$ cat config.mk
export PLATFORM = sky130hd
export DESIGN_NAME = ima_adpcm_block_decoder
export DESIGN_NICKNAME = d
export VERILOG_FILES = /design/src/hdl/imadec_pkg.sv /design/src/hdl/ima_adpcm_block_decoder.sv /design/src/hdl/imadec_nibble.sv
export VERILOG_INCLUDE_DIRS = /design/src /design/src/hdl
export SDC_FILE = /design/constraint.sdc
export NUM_CORES = 1
export LEC_CHECK = 0
export BUFFER_PORTS_ARGS = -buffer_cell sky130_fd_sc_hd__buf_2
export CAP_MARGIN = 20
export CORE_MARGIN = 2
export CORE_UTILIZATION = 51
export DETAILED_ROUTE_END_ITERATION = 8
export PLACE_DENSITY = 0.68
export SLEW_MARGIN = 20
export SYNTH_ARGS = -nofsm -noshare
export SYNTH_HDL_FRONTEND = slang
export SYNTH_SLANG_ARGS = --single-unit
$ cat constraint.sdc
create_clock -name i_clk -period 11.55 [get_ports i_clk]
set_clock_uncertainty 0.05 [all_clocks]
set_input_delay 1.155 -clock i_clk [delete_from_list [all_inputs] [get_ports i_clk]]
set_output_delay 1.155 -clock i_clk [all_outputs]
set_load 0.05 [all_outputs]
$ cat src/hdl/ima_adpcm_block_decoder_macros.svh
// Assertion macros for the IMA ADPCM block decoder.
`ifndef IMA_ADPCM_BLOCK_DECODER_MACROS_SVH
`define IMA_ADPCM_BLOCK_DECODER_MACROS_SVH
`ifndef SYNTHESIS
`define IMADEC_ASSERT(lbl, cond) \
    lbl: assert property (@(posedge i_clk) disable iff (!i_rst_n) (cond)) \
        else $error("imadec: invariant violated");
`define IMADEC_ASSERT_IMP(lbl, ante, cons) \
    lbl: assert property (@(posedge i_clk) disable iff (!i_rst_n) (ante) |-> (cons)) \
        else $error("imadec: implication violated");
`define IMADEC_ASSERT_NEXT(lbl, ante, cons) \
    lbl: assert property (@(posedge i_clk) disable iff (!i_rst_n) (ante) |=> (cons)) \
        else $error("imadec: next-cycle check violated");
`else
`define IMADEC_ASSERT(lbl, cond)
`define IMADEC_ASSERT_IMP(lbl, ante, cons)
`define IMADEC_ASSERT_NEXT(lbl, ante, cons)
`endif
`endif

$ cat src/hdl/imadec_pkg.sv
// Shared types, tables and constants of the IMA ADPCM block decoder.
`timescale 1ns / 1ps
package imadec_pkg;

    localparam logic [6:0] INDEX_TOP = 7'd88;
    localparam int unsigned HDR_BYTES = 4;
    localparam logic signed [17:0] PCM_MIN = -18'sd32768;
    localparam logic signed [17:0] PCM_MAX = 18'sd32767;

    typedef struct packed {
        logic signed [15:0] predictor;
        logic [6:0]         step_index;
    } t_chan_state;

    localparam logic [14:0] STEP_TAB [0:88] = '{
        15'd7, 15'd8, 15'd9, 15'd10, 15'd11, 15'd12, 15'd13, 15'd14, 15'd16, 15'd17,
        15'd19, 15'd21, 15'd23, 15'd25, 15'd28, 15'd31, 15'd34, 15'd37, 15'd41, 15'd45,
        15'd50, 15'd55, 15'd60, 15'd66, 15'd73, 15'd80, 15'd88, 15'd97, 15'd107, 15'd118,
        15'd130, 15'd143, 15'd157, 15'd173, 15'd190, 15'd209, 15'd230, 15'd253, 15'd279,
        15'd307, 15'd337, 15'd371, 15'd408, 15'd449, 15'd494, 15'd544, 15'd598, 15'd658,
        15'd724, 15'd796, 15'd876, 15'd963, 15'd1060, 15'd1166, 15'd1282, 15'd1411,
        15'd1552, 15'd1707, 15'd1878, 15'd2066, 15'd2272, 15'd2499, 15'd2749, 15'd3024,
        15'd3327, 15'd3660, 15'd4026, 15'd4428, 15'd4871, 15'd5358, 15'd5894, 15'd6484,
        15'd7132, 15'd7845, 15'd8630, 15'd9493, 15'd10442, 15'd11487, 15'd12635,
        15'd13899, 15'd15289, 15'd16818, 15'd18500, 15'd20350, 15'd22385, 15'd24623,
        15'd27086, 15'd29794, 15'd32767
    };

    localparam logic signed [4:0] IDX_ADJ [0:15] = '{
        -5'sd1, -5'sd1, -5'sd1, -5'sd1, 5'sd2, 5'sd4, 5'sd6, 5'sd8,
        -5'sd1, -5'sd1, -5'sd1, -5'sd1, 5'sd2, 5'sd4, 5'sd6, 5'sd8
    };

endpackage

$ cat src/hdl/ima_adpcm_block_decoder.sv
// IMA ADPCM block decoder: WAV block bytes in, 16-bit PCM samples out.
// A byte is registered on acceptance; its results are registered again at the output.
// A data byte gives two samples, one per cycle through the shared nibble decoder while
// the output is not stalled; a header byte without a result needs no second step.
// Reset (synchronous, active low) clears predictors, indexes and block position;
// channel count resets to mono.
`timescale 1ns / 1ps
`include "ima_adpcm_block_decoder_macros.svh"
module ima_adpcm_block_decoder #(
    parameter int MAX_CHANNELS = 2
) (
    input  logic               i_clk,
    input  logic               i_rst_n,
    input  logic               i_cfg_wr_en,
    input  logic [1:0]         i_cfg_wr_data,
    input  logic               i_valid,
    output logic               o_stall,
    input  logic [7:0]         i_data_byte,
    input  logic               i_block_start,
    output logic               o_valid,
    input  logic               i_stall,
    output logic signed [15:0] o_sample,
    output logic               o_channel,
    output logic               o_status,
    output logic               o_last
);

    localparam bit STEREO_OK = (MAX_CHANNELS >= 2);

    typedef enum logic [1:0] {
        PH_FIRST,
        PH_HIGH_NIBBLE,
        PH_RIGHT_HDR
    } t_phase;

    t_phase r_phase, n_phase;

    logic [1:0] r_chan_count;

    logic       r_in_valid;
    logic [7:0] r_in_byte;
    logic       r_in_start;

    logic signed [15:0] r_pred [MAX_CHANNELS];
    logic [6:0]         r_idx  [MAX_CHANNELS];
    logic [7:0]         r_low;
    logic [3:0]         r_pos, n_pos;
    logic               r_data, n_data;
    logic               r_gc, n_gc;
    logic               r_err, n_err;

    logic               r_out_valid;
    logic signed [15:0] r_out_sample;
    logic               r_out_channel;
    logic               r_out_status;
    logic               r_out_last;

    logic               stereo;
    logic               clr;
    logic [3:0]         e_pos;
    logic               e_data, e_gc, e_err;
    logic               hdr_ch, dat_ch, rd_ch;
    logic [4:0]         pos_inc;
    logic [3:0]         grp_inc;

    logic               emit, done, fire, can_emit;
    logic signed [15:0] n_sample;
    logic               n_channel, n_status, n_last;
    logic               low_we, pred_we, idx_we, dec_we;
    logic signed [15:0] pred_wdata;
    logic [6:0]         idx_wdata;

    imadec_pkg::t_chan_state dec_in, dec_out;
    logic [3:0]              dec_code;

    assign stereo = STEREO_OK && r_chan_count[1];
    // block_start takes effect with the first step of its word only
    assign clr    = (r_phase == PH_FIRST) && r_in_start;
    assign e_pos  = clr ? 4'd0 : r_pos;
    assign e_data = clr ? 1'b0 : r_data;
    assign e_gc   = clr ? 1'b0 : r_gc;
    assign e_err  = clr ? 1'b0 : r_err;
    assign hdr_ch = stereo && e_pos[2];
    assign dat_ch = stereo && e_gc;
    assign rd_ch  = (r_phase == PH_RIGHT_HDR) ? 1'b1 : dat_ch;
    assign pos_inc = {1'b0, e_pos} + 5'd1;
    assign grp_inc = r_pos + 4'd1;

    assign dec_code         = (r_phase == PH_HIGH_NIBBLE) ? r_in_byte[7:4] : r_in_byte[3:0];
    assign dec_in.predictor  = r_pred[dat_ch];
    assign dec_in.step_index = r_idx[dat_ch];

    imadec_nibble u_nibble (
        .i_state (dec_in),
        .i_code  (dec_code),
        .o_state (dec_out)
    );

    always_comb begin
        emit       = 1'b0;
        done       = 1'b1;
        n_phase    = PH_FIRST;
        n_pos      = e_pos;
        n_data     = e_data;
        n_gc       = e_gc;
        n_err      = e_err;
        n_sample   = dec_out.predictor;
        n_channel  = dat_ch;
        n_status   = 1'b0;
        n_last     = 1'b0;
        low_we     = 1'b0;
        pred_we    = 1'b0;
        idx_we     = 1'b0;
        dec_we     = 1'b0;
        pred_wdata = $signed({r_in_byte, r_low});
        idx_wdata  = (r_in_byte > {1'b0, imadec_pkg::INDEX_TOP}) ? imadec_pkg::INDEX_TOP
                                                                 : r_in_byte[6:0];
        unique case (r_phase)
            PH_FIRST: begin
                if (e_err) begin
                    // rest of a failed block is dropped
                end else if (!e_data) begin
                    n_pos = pos_inc[3:0];
                    case (e_pos[1:0])
                        2'd0: low_we  = 1'b1;
                        2'd1: pred_we = 1'b1;
                        2'd2: idx_we  = 1'b1;
                        default: begin
                            if (r_in_byte != 8'd0) begin
                                emit      = 1'b1;
                                n_err     = 1'b1;
                                n_pos     = e_pos;
                                n_sample  = 16'sd0;
                                n_channel = hdr_ch;
                                n_status  = 1'b1;
                                n_last    = 1'b1;
                            end else if (pos_inc >= 5'(imadec_pkg::HDR_BYTES *
                                                      (stereo ? 2 : 1))) begin
                                emit      = 1'b1;
                                n_data    = 1'b1;
                                n_pos     = 4'd0;
                                n_gc      = 1'b0;
                                n_sample  = r_pred[0];
                                n_channel = 1'b0;
                                n_last    = !stereo;
                                if (stereo) begin
                                    done    = 1'b0;
                                    n_phase = PH_RIGHT_HDR;
                                end
                            end
                        end
                    endcase
                end else begin
                    emit    = 1'b1;
                    dec_we  = 1'b1;
                    done    = 1'b0;
                    n_phase = PH_HIGH_NIBBLE;
                end
            end
            PH_HIGH_NIBBLE: begin
                emit   = 1'b1;
                dec_we = 1'b1;
                n_last = 1'b1;
                if (stereo) begin
                    if (grp_inc >= 4'(imadec_pkg::HDR_BYTES)) begin
                        n_pos = 4'd0;
                        n_gc  = !r_gc;
                    end else begin
                        n_pos = grp_inc;
                    end
                end
            end
            PH_RIGHT_HDR: begin
                emit      = 1'b1;
                n_sample  = r_pred[rd_ch];
                n_channel = 1'b1;
                n_last    = 1'b1;
            end
            default: begin
                done = 1'b1;
            end
        endcase
    end

    assign can_emit = !r_out_valid || !i_stall;
    assign fire     = r_in_valid && (!emit || can_emit);
    assign o_stall  = r_in_valid && !(fire && done);

    always_ff @(posedge i_clk) begin
        if (!i_rst_n) begin
            r_phase      <= PH_FIRST;
            r_chan_count <= 2'd1;
            r_in_valid   <= 1'b0;
            r_in_byte    <= 8'd0;
            r_in_start   <= 1'b0;
            r_out_valid  <= 1'b0;
            r_low        <= 8'd0;
            r_pos        <= 4'd0;
            r_data       <= 1'b0;
            r_gc         <= 1'b0;
            r_err        <= 1'b0;
            for (int c = 0; c < MAX_CHANNELS; c++) begin
                r_pred[c] <= 16'sd0;
                r_idx[c]  <= 7'd0;
            end
        end else begin
            if (i_cfg_wr_en) begin
                r_chan_count <= i_cfg_wr_data;
            end

            if (i_valid && !o_stall) begin
                r_in_valid <= 1'b1;
                r_in_byte  <= i_data_byte;
                r_in_start <= i_block_start;
            end else if (fire && done) begin
                r_in_valid <= 1'b0;
            end

            if (fire) begin
                r_phase <= n_phase;
                r_pos   <= n_pos;
                r_data  <= n_data;
                r_gc    <= n_gc;
                r_err   <= n_err;
                if (low_we) begin
                    r_low <= r_in_byte;
                end
                if (pred_we) begin
                    r_pred[hdr_ch] <= pred_wdata;
                end
                if (idx_we) begin
                    r_idx[hdr_ch] <= idx_wdata;
                end
                if (dec_we) begin
                    r_pred[dat_ch] <= dec_out.predictor;
                    r_idx[dat_ch]  <= dec_out.step_index;
                end
            end

            if (fire && emit) begin
                r_out_valid   <= 1'b1;
                r_out_sample  <= n_sample;
                r_out_channel <= n_channel;
                r_out_status  <= n_status;
                r_out_last    <= n_last;
            end else if (!i_stall) begin
                r_out_valid <= 1'b0;
            end
        end
    end

    assign o_valid   = r_out_valid;
    assign o_sample  = r_out_sample;
    assign o_channel = r_out_channel;
    assign o_status  = r_out_status;
    assign o_last    = r_out_last;

    `IMADEC_ASSERT(a_dec_index_range, dec_out.step_index <= imadec_pkg::INDEX_TOP)
    `IMADEC_ASSERT_IMP(a_second_step_has_word, r_phase != PH_FIRST, r_in_valid)
    `IMADEC_ASSERT_NEXT(a_second_result_last, fire && emit && r_phase != PH_FIRST,
                        r_out_valid && r_out_last)
    `IMADEC_ASSERT_IMP(a_error_is_last, o_valid && o_status, o_last && o_sample == 16'sd0)

endmodule

$ cat src/hdl/imadec_nibble.sv
// One 4-bit IMA ADPCM code: step lookup, scaled difference, clamped update.
`timescale 1ns / 1ps
module imadec_nibble (
    input  imadec_pkg::t_chan_state i_state,
    input  logic [3:0]              i_code,
    output imadec_pkg::t_chan_state o_state
);

    logic [6:0]         idx_c;
    logic [14:0]        step;
    logic [3:0]         mult;
    logic [18:0]        prod;
    logic [15:0]        diff;
    logic signed [17:0] pred_x;
    logic signed [17:0] sum;
    logic signed [7:0]  idx_n;

    always_comb begin
        idx_c = (i_state.step_index > imadec_pkg::INDEX_TOP) ? imadec_pkg::INDEX_TOP
                                                             : i_state.step_index;
        step  = imadec_pkg::STEP_TAB[idx_c];
        mult  = {i_code[2:0], 1'b1};
        prod  = 19'(step) * 19'(mult);
        diff  = prod[18:3];
        pred_x = 18'(i_state.predictor);
        if (i_code[3]) begin
            sum = pred_x - $signed({2'b00, diff});
        end else begin
            sum = pred_x + $signed({2'b00, diff});
        end
        if (sum < imadec_pkg::PCM_MIN) begin
            o_state.predictor = 16'sh8000;
        end else if (sum > imadec_pkg::PCM_MAX) begin
            o_state.predictor = 16'sh7FFF;
        end else begin
            o_state.predictor = sum[15:0];
        end

        idx_n = $signed({1'b0, idx_c}) + 8'(imadec_pkg::IDX_ADJ[i_code]);
        if (idx_n < 8'sd0) begin
            o_state.step_index = 7'd0;
        end else if (idx_n > $signed({1'b0, imadec_pkg::INDEX_TOP})) begin
            o_state.step_index = imadec_pkg::INDEX_TOP;
        end else begin
            o_state.step_index = idx_n[6:0];
        end
    end

endmodule
==> impl_metrics.py <==
metrics = {
    "synthesis": {
        "yosys_warnings": 0,
        "avgSynthCellArea_sq_um": 7.86,
        "synth_top_area_cell": "edfxtp_1",
        "synth_top_area_share_pct": 18.6,
        "synth_seq_area_share_pct": 24.1,
        "synthesis.nets": 1450,
        "synth_area_sq_mm": 0.0105,
        "ys.flop_type": "edfxtp_1",
        "ys_types": 91,
        "synth_area_leaders": "edfxtp_1 (19%), ha_1 (8.2%), nand2_1 (6.3%)",
        "synthArstFlopShare_pct": 0,
        "netlist_top_cells_count": "nand2_1 (177), nor2_1 (126), a21oi_1 (85)",
        "synth-seq-cells": 94,
        "synth_cells": 1338,
        "yosysMostFrequentCell": "nand2_1",
        "synth_edf_count": 65,
    },
    "clock_network": {
        "cts_made_buffers": 9,
        "clock_tree.root_cell": "clkbuf_16",
        "clk_pin_slew_ns": 0.07,
        "cts.sinks": 94,
        "clkLatencyLatePin_ns": 0.35,
        "htreeDepth": 3,
        "cts_buffer_depth": 2,
        "cts_tree": "built",
    },
    "sta": {
        "fin_crit_ns": 10.94,
        "final-hold-violation-count": 0,
        "drv_slew": 0,
        "tightest_slew_ns": 1.04,
        "setup_violations": 0,
        "fmax_ghz": 0.0914,
        "tns_ns": 0,
        "maxSlewHeadroom_pct": 30.5,
        "rsz0062_at_grt": "false",
        "fin_crit_sh_pct": 94.8,
    },
    "floorplan": {
        "initial_utilization_pct": 52.0,
        "fp.dieH_um": 148,
        "core_sq_mm": 0.0202,
        "die_w_um": 148,
        "rows": 52,
        "num_io_pins": 37,
        "die-area_sq_mm": 0.0218,
    },
    "finish": {
        "drive_gt1_share_pct": 10.4,
        "insertedDiodeCount": 0,
        "area_growth_syn_to_layout_pct": 8.51,
        "fin_nets": 1473,
        "finalNonFillerCells": 1636,
    },
    "route": {
        "wl_per_cell_um": 19.3,
        "ant_nets": 0,
        "num_vias": 10400,
        "dr.pass1.iters": 6,
        "drtIter0Drc": 1207,
        "drc": 0,
        "drt_wl_total_mm": 31.5,
        "viasPerCell": 6.35,
    },
    "power": {
        "cellLeakagePower_nw": 4.74,
        "p_per_area_mw_per_mm2": 114,
        "peakVddDrop_mv": 0.0803,
    },
    "placement": {
        "hpwl_mm": 23.0,
        "port_buffers": 35,
        "placed_cells": 1619,
        "place.gp.congestion": 0.999,
    },
    "critical_path": {
        "path_class": "register to register",
        "critical_path.endpoint_type": "register",
        "cp.depth": 46,
        "cpMaxStageDelayCell": "fa_1",
        "worstSetupStartpointType": "register",
        "cpMostUsedCell": "inv_1",
        "max_stage_delay_ns": 0.52,
        "rr_worst_depth": 46,
        "worst_ep_required_time_ns": 11.60,
        "critPathMaxFanout": 14,
        "crit_family": "compound AO/OA/AOI/OAI gates",
        "critPathArrivalTime_ns": 11.00,
        "path_buf_inv": 10,
    },
    "global_routing": {
        "grt_pass1_vias": 9499,
        "antenna_found_initial": 0,
        "overflow": 0,
        "grt_pass1_wl_mm": 50.1,
        "grt_usage_pct": 28.3,
        "grt_max_degree": 35,
    },
    "worst_hold_path": {
        "worstHoldPathType": "register to register",
        "min_path_cells": 2,
    },
    "outcome": {
        "outcome": "finished, final reports clean",
    },
    "job": {
        "cap_violations": 0,
    },
}
-- final timing paths --
check / end / startpoint / slack [ns]
worst max register to register: r_pred[0][2]$_SDFFCE_PN0P_ / r_phase[1]$_SDFFE_PN0P_ / 0.61
worst min-delay path: r_phase[0]$_SDFFE_PN0P_ / r_phase[0]$_SDFFE_PN0P_ / 0.46
worst min register to register: r_phase[0]$_SDFFE_PN0P_ / r_phase[0]$_SDFFE_PN0P_ / 0.46
worst max-delay path: r_pred[0][2]$_SDFFCE_PN0P_ / r_phase[1]$_SDFFE_PN0P_ / 0.61
-- cells by family (layout without fill, tap and decap cells) --
family	Yosys count	in the layout	synth area share, %
AOI/OAI and AO/OA	414	414	27.0
xor gates and xnor gates	45	45	3.75
adders and majority gates	97	97	13.4
buffers and inverters	154	182	6.03
DFF	94	94	24.1
muxes	37	37	3.64
and+or+nand+nor	497	497	22.1
-- routing by layer --
layer / wire length (um) / vias to the layer above / global-route usage (%) / share of wire (%)
met5: 0 / - / 0 / 0
met2: 14200 / 551 / 45.8 / 45
met3: 2910 / 68 / 3.98 / 9.2
met1: 13700 / 4860 / 40.3 / 44
met4: 647 / 0 / 6.44 / 2.1
li1: - / 4911 / - / -
-- power breakdown --
group	switching (mW)	total, mW	internal [mW]
Sequential	0.0129	0.391	0.378
Clock	0.131	0.300	0.169
Combinational	0.381	0.612	0.231
Total	0.525	1.30	0.778
-- cell usage in the layout (no fill, tap or decap), types with 7 or more instances in the layout --
| cell | n |
|---|---|
| nand2_1 | 177 |
| nor2_1 | 122 |
| a21oi_1 | 85 |
| inv_1 | 82 |
| o21ai_0 | 75 |
| ha_1 | 69 |
| edfxtp_1 | 65 |
| buf_4 | 46 |
| nand3_1 | 40 |
| buf_2 | 35 |
| a22o_1 | 32 |
| mux2i_1 | 31 |
| nor2b_1 | 29 |
| dfxtp_1 | 29 |
| nor3_1 | 27 |
| fa_1 | 27 |
| xnor2_1 | 23 |
| xor2_1 | 22 |
| and2_1 | 20 |
| o21a_1 | 19 |
| o21ai_1 | 18 |
| a31oi_1 | 16 |
| o22ai_1 | 16 |
| nand2b_1 | 14 |
| o211ai_1 | 14 |
| o21bai_1 | 13 |
| a21o_1 | 12 |
| a211oi_1 | 12 |
| a32oi_1 | 11 |
| a22oi_1 | 11 |
| nand4_1 | 11 |
| or2_2 | 10 |
| or3_1 | 9 |
| clkbuf_16 | 9 |
| and3_1 | 8 |
| o31ai_1 | 7 |
-- per-stage QoR --
step                total power, mW  setup WS (ns)  util, %  area, sq um  hold slack [ns]
CTS                            1.29          0.164     56.2        11400            0.472
floorplan                     0.842           1.52        -        10500            0.428
finish                         1.30          0.606     56.4        11400            0.462
detailed placement            0.989          0.246     54.7        11100            0.462
global route                   1.38        0.00204     56.4        11400            0.499
global placement              0.978          0.401     54.7        11100            0.447
-- area by class of cell --
type	count	area, sq um
Fill cell	1858	8830
Multi-Input combinational cell	1090	7390
Sequential cell	94	2530
Timing Repair Buffer	82	541
Tap cell	270	338
Inverter	84	315
Clock buffer	11	233
Clock inverter	5	58.8
-- flip-flops by register name (all words and copies together), names as in the netlist, 2 cells and up --
name	cells
r_phase	2
r_in_byte	8
r_pos	4
o_sample	16
r_idx	14
r_pred	32
r_low	8
-- worst register-to-register path: cells and delay by family (launching register included) --
family / cells / cell delay [ns]
XOR/XNOR: 2 / 0.27
buffers and inverters: 10 / 1.24
AND/OR/NAND/NOR: 8 / 1.62
AO/OA/AOI/OAI: 20 / 4.72
adder cells (fa/ha/maj): 6 / 2.50
flip-flops: 1 / 0.33
-- what timing repair did --
| item | CTS | global route |
|---|---|---|
| gates resized for setup | 0 | 6 |
| setup endpoints to repair | 0 | 48 |
| buffers inserted | 0 | 1 |
| hold buffers | 0 | 0 |
(Power assumes the default switching activity.)
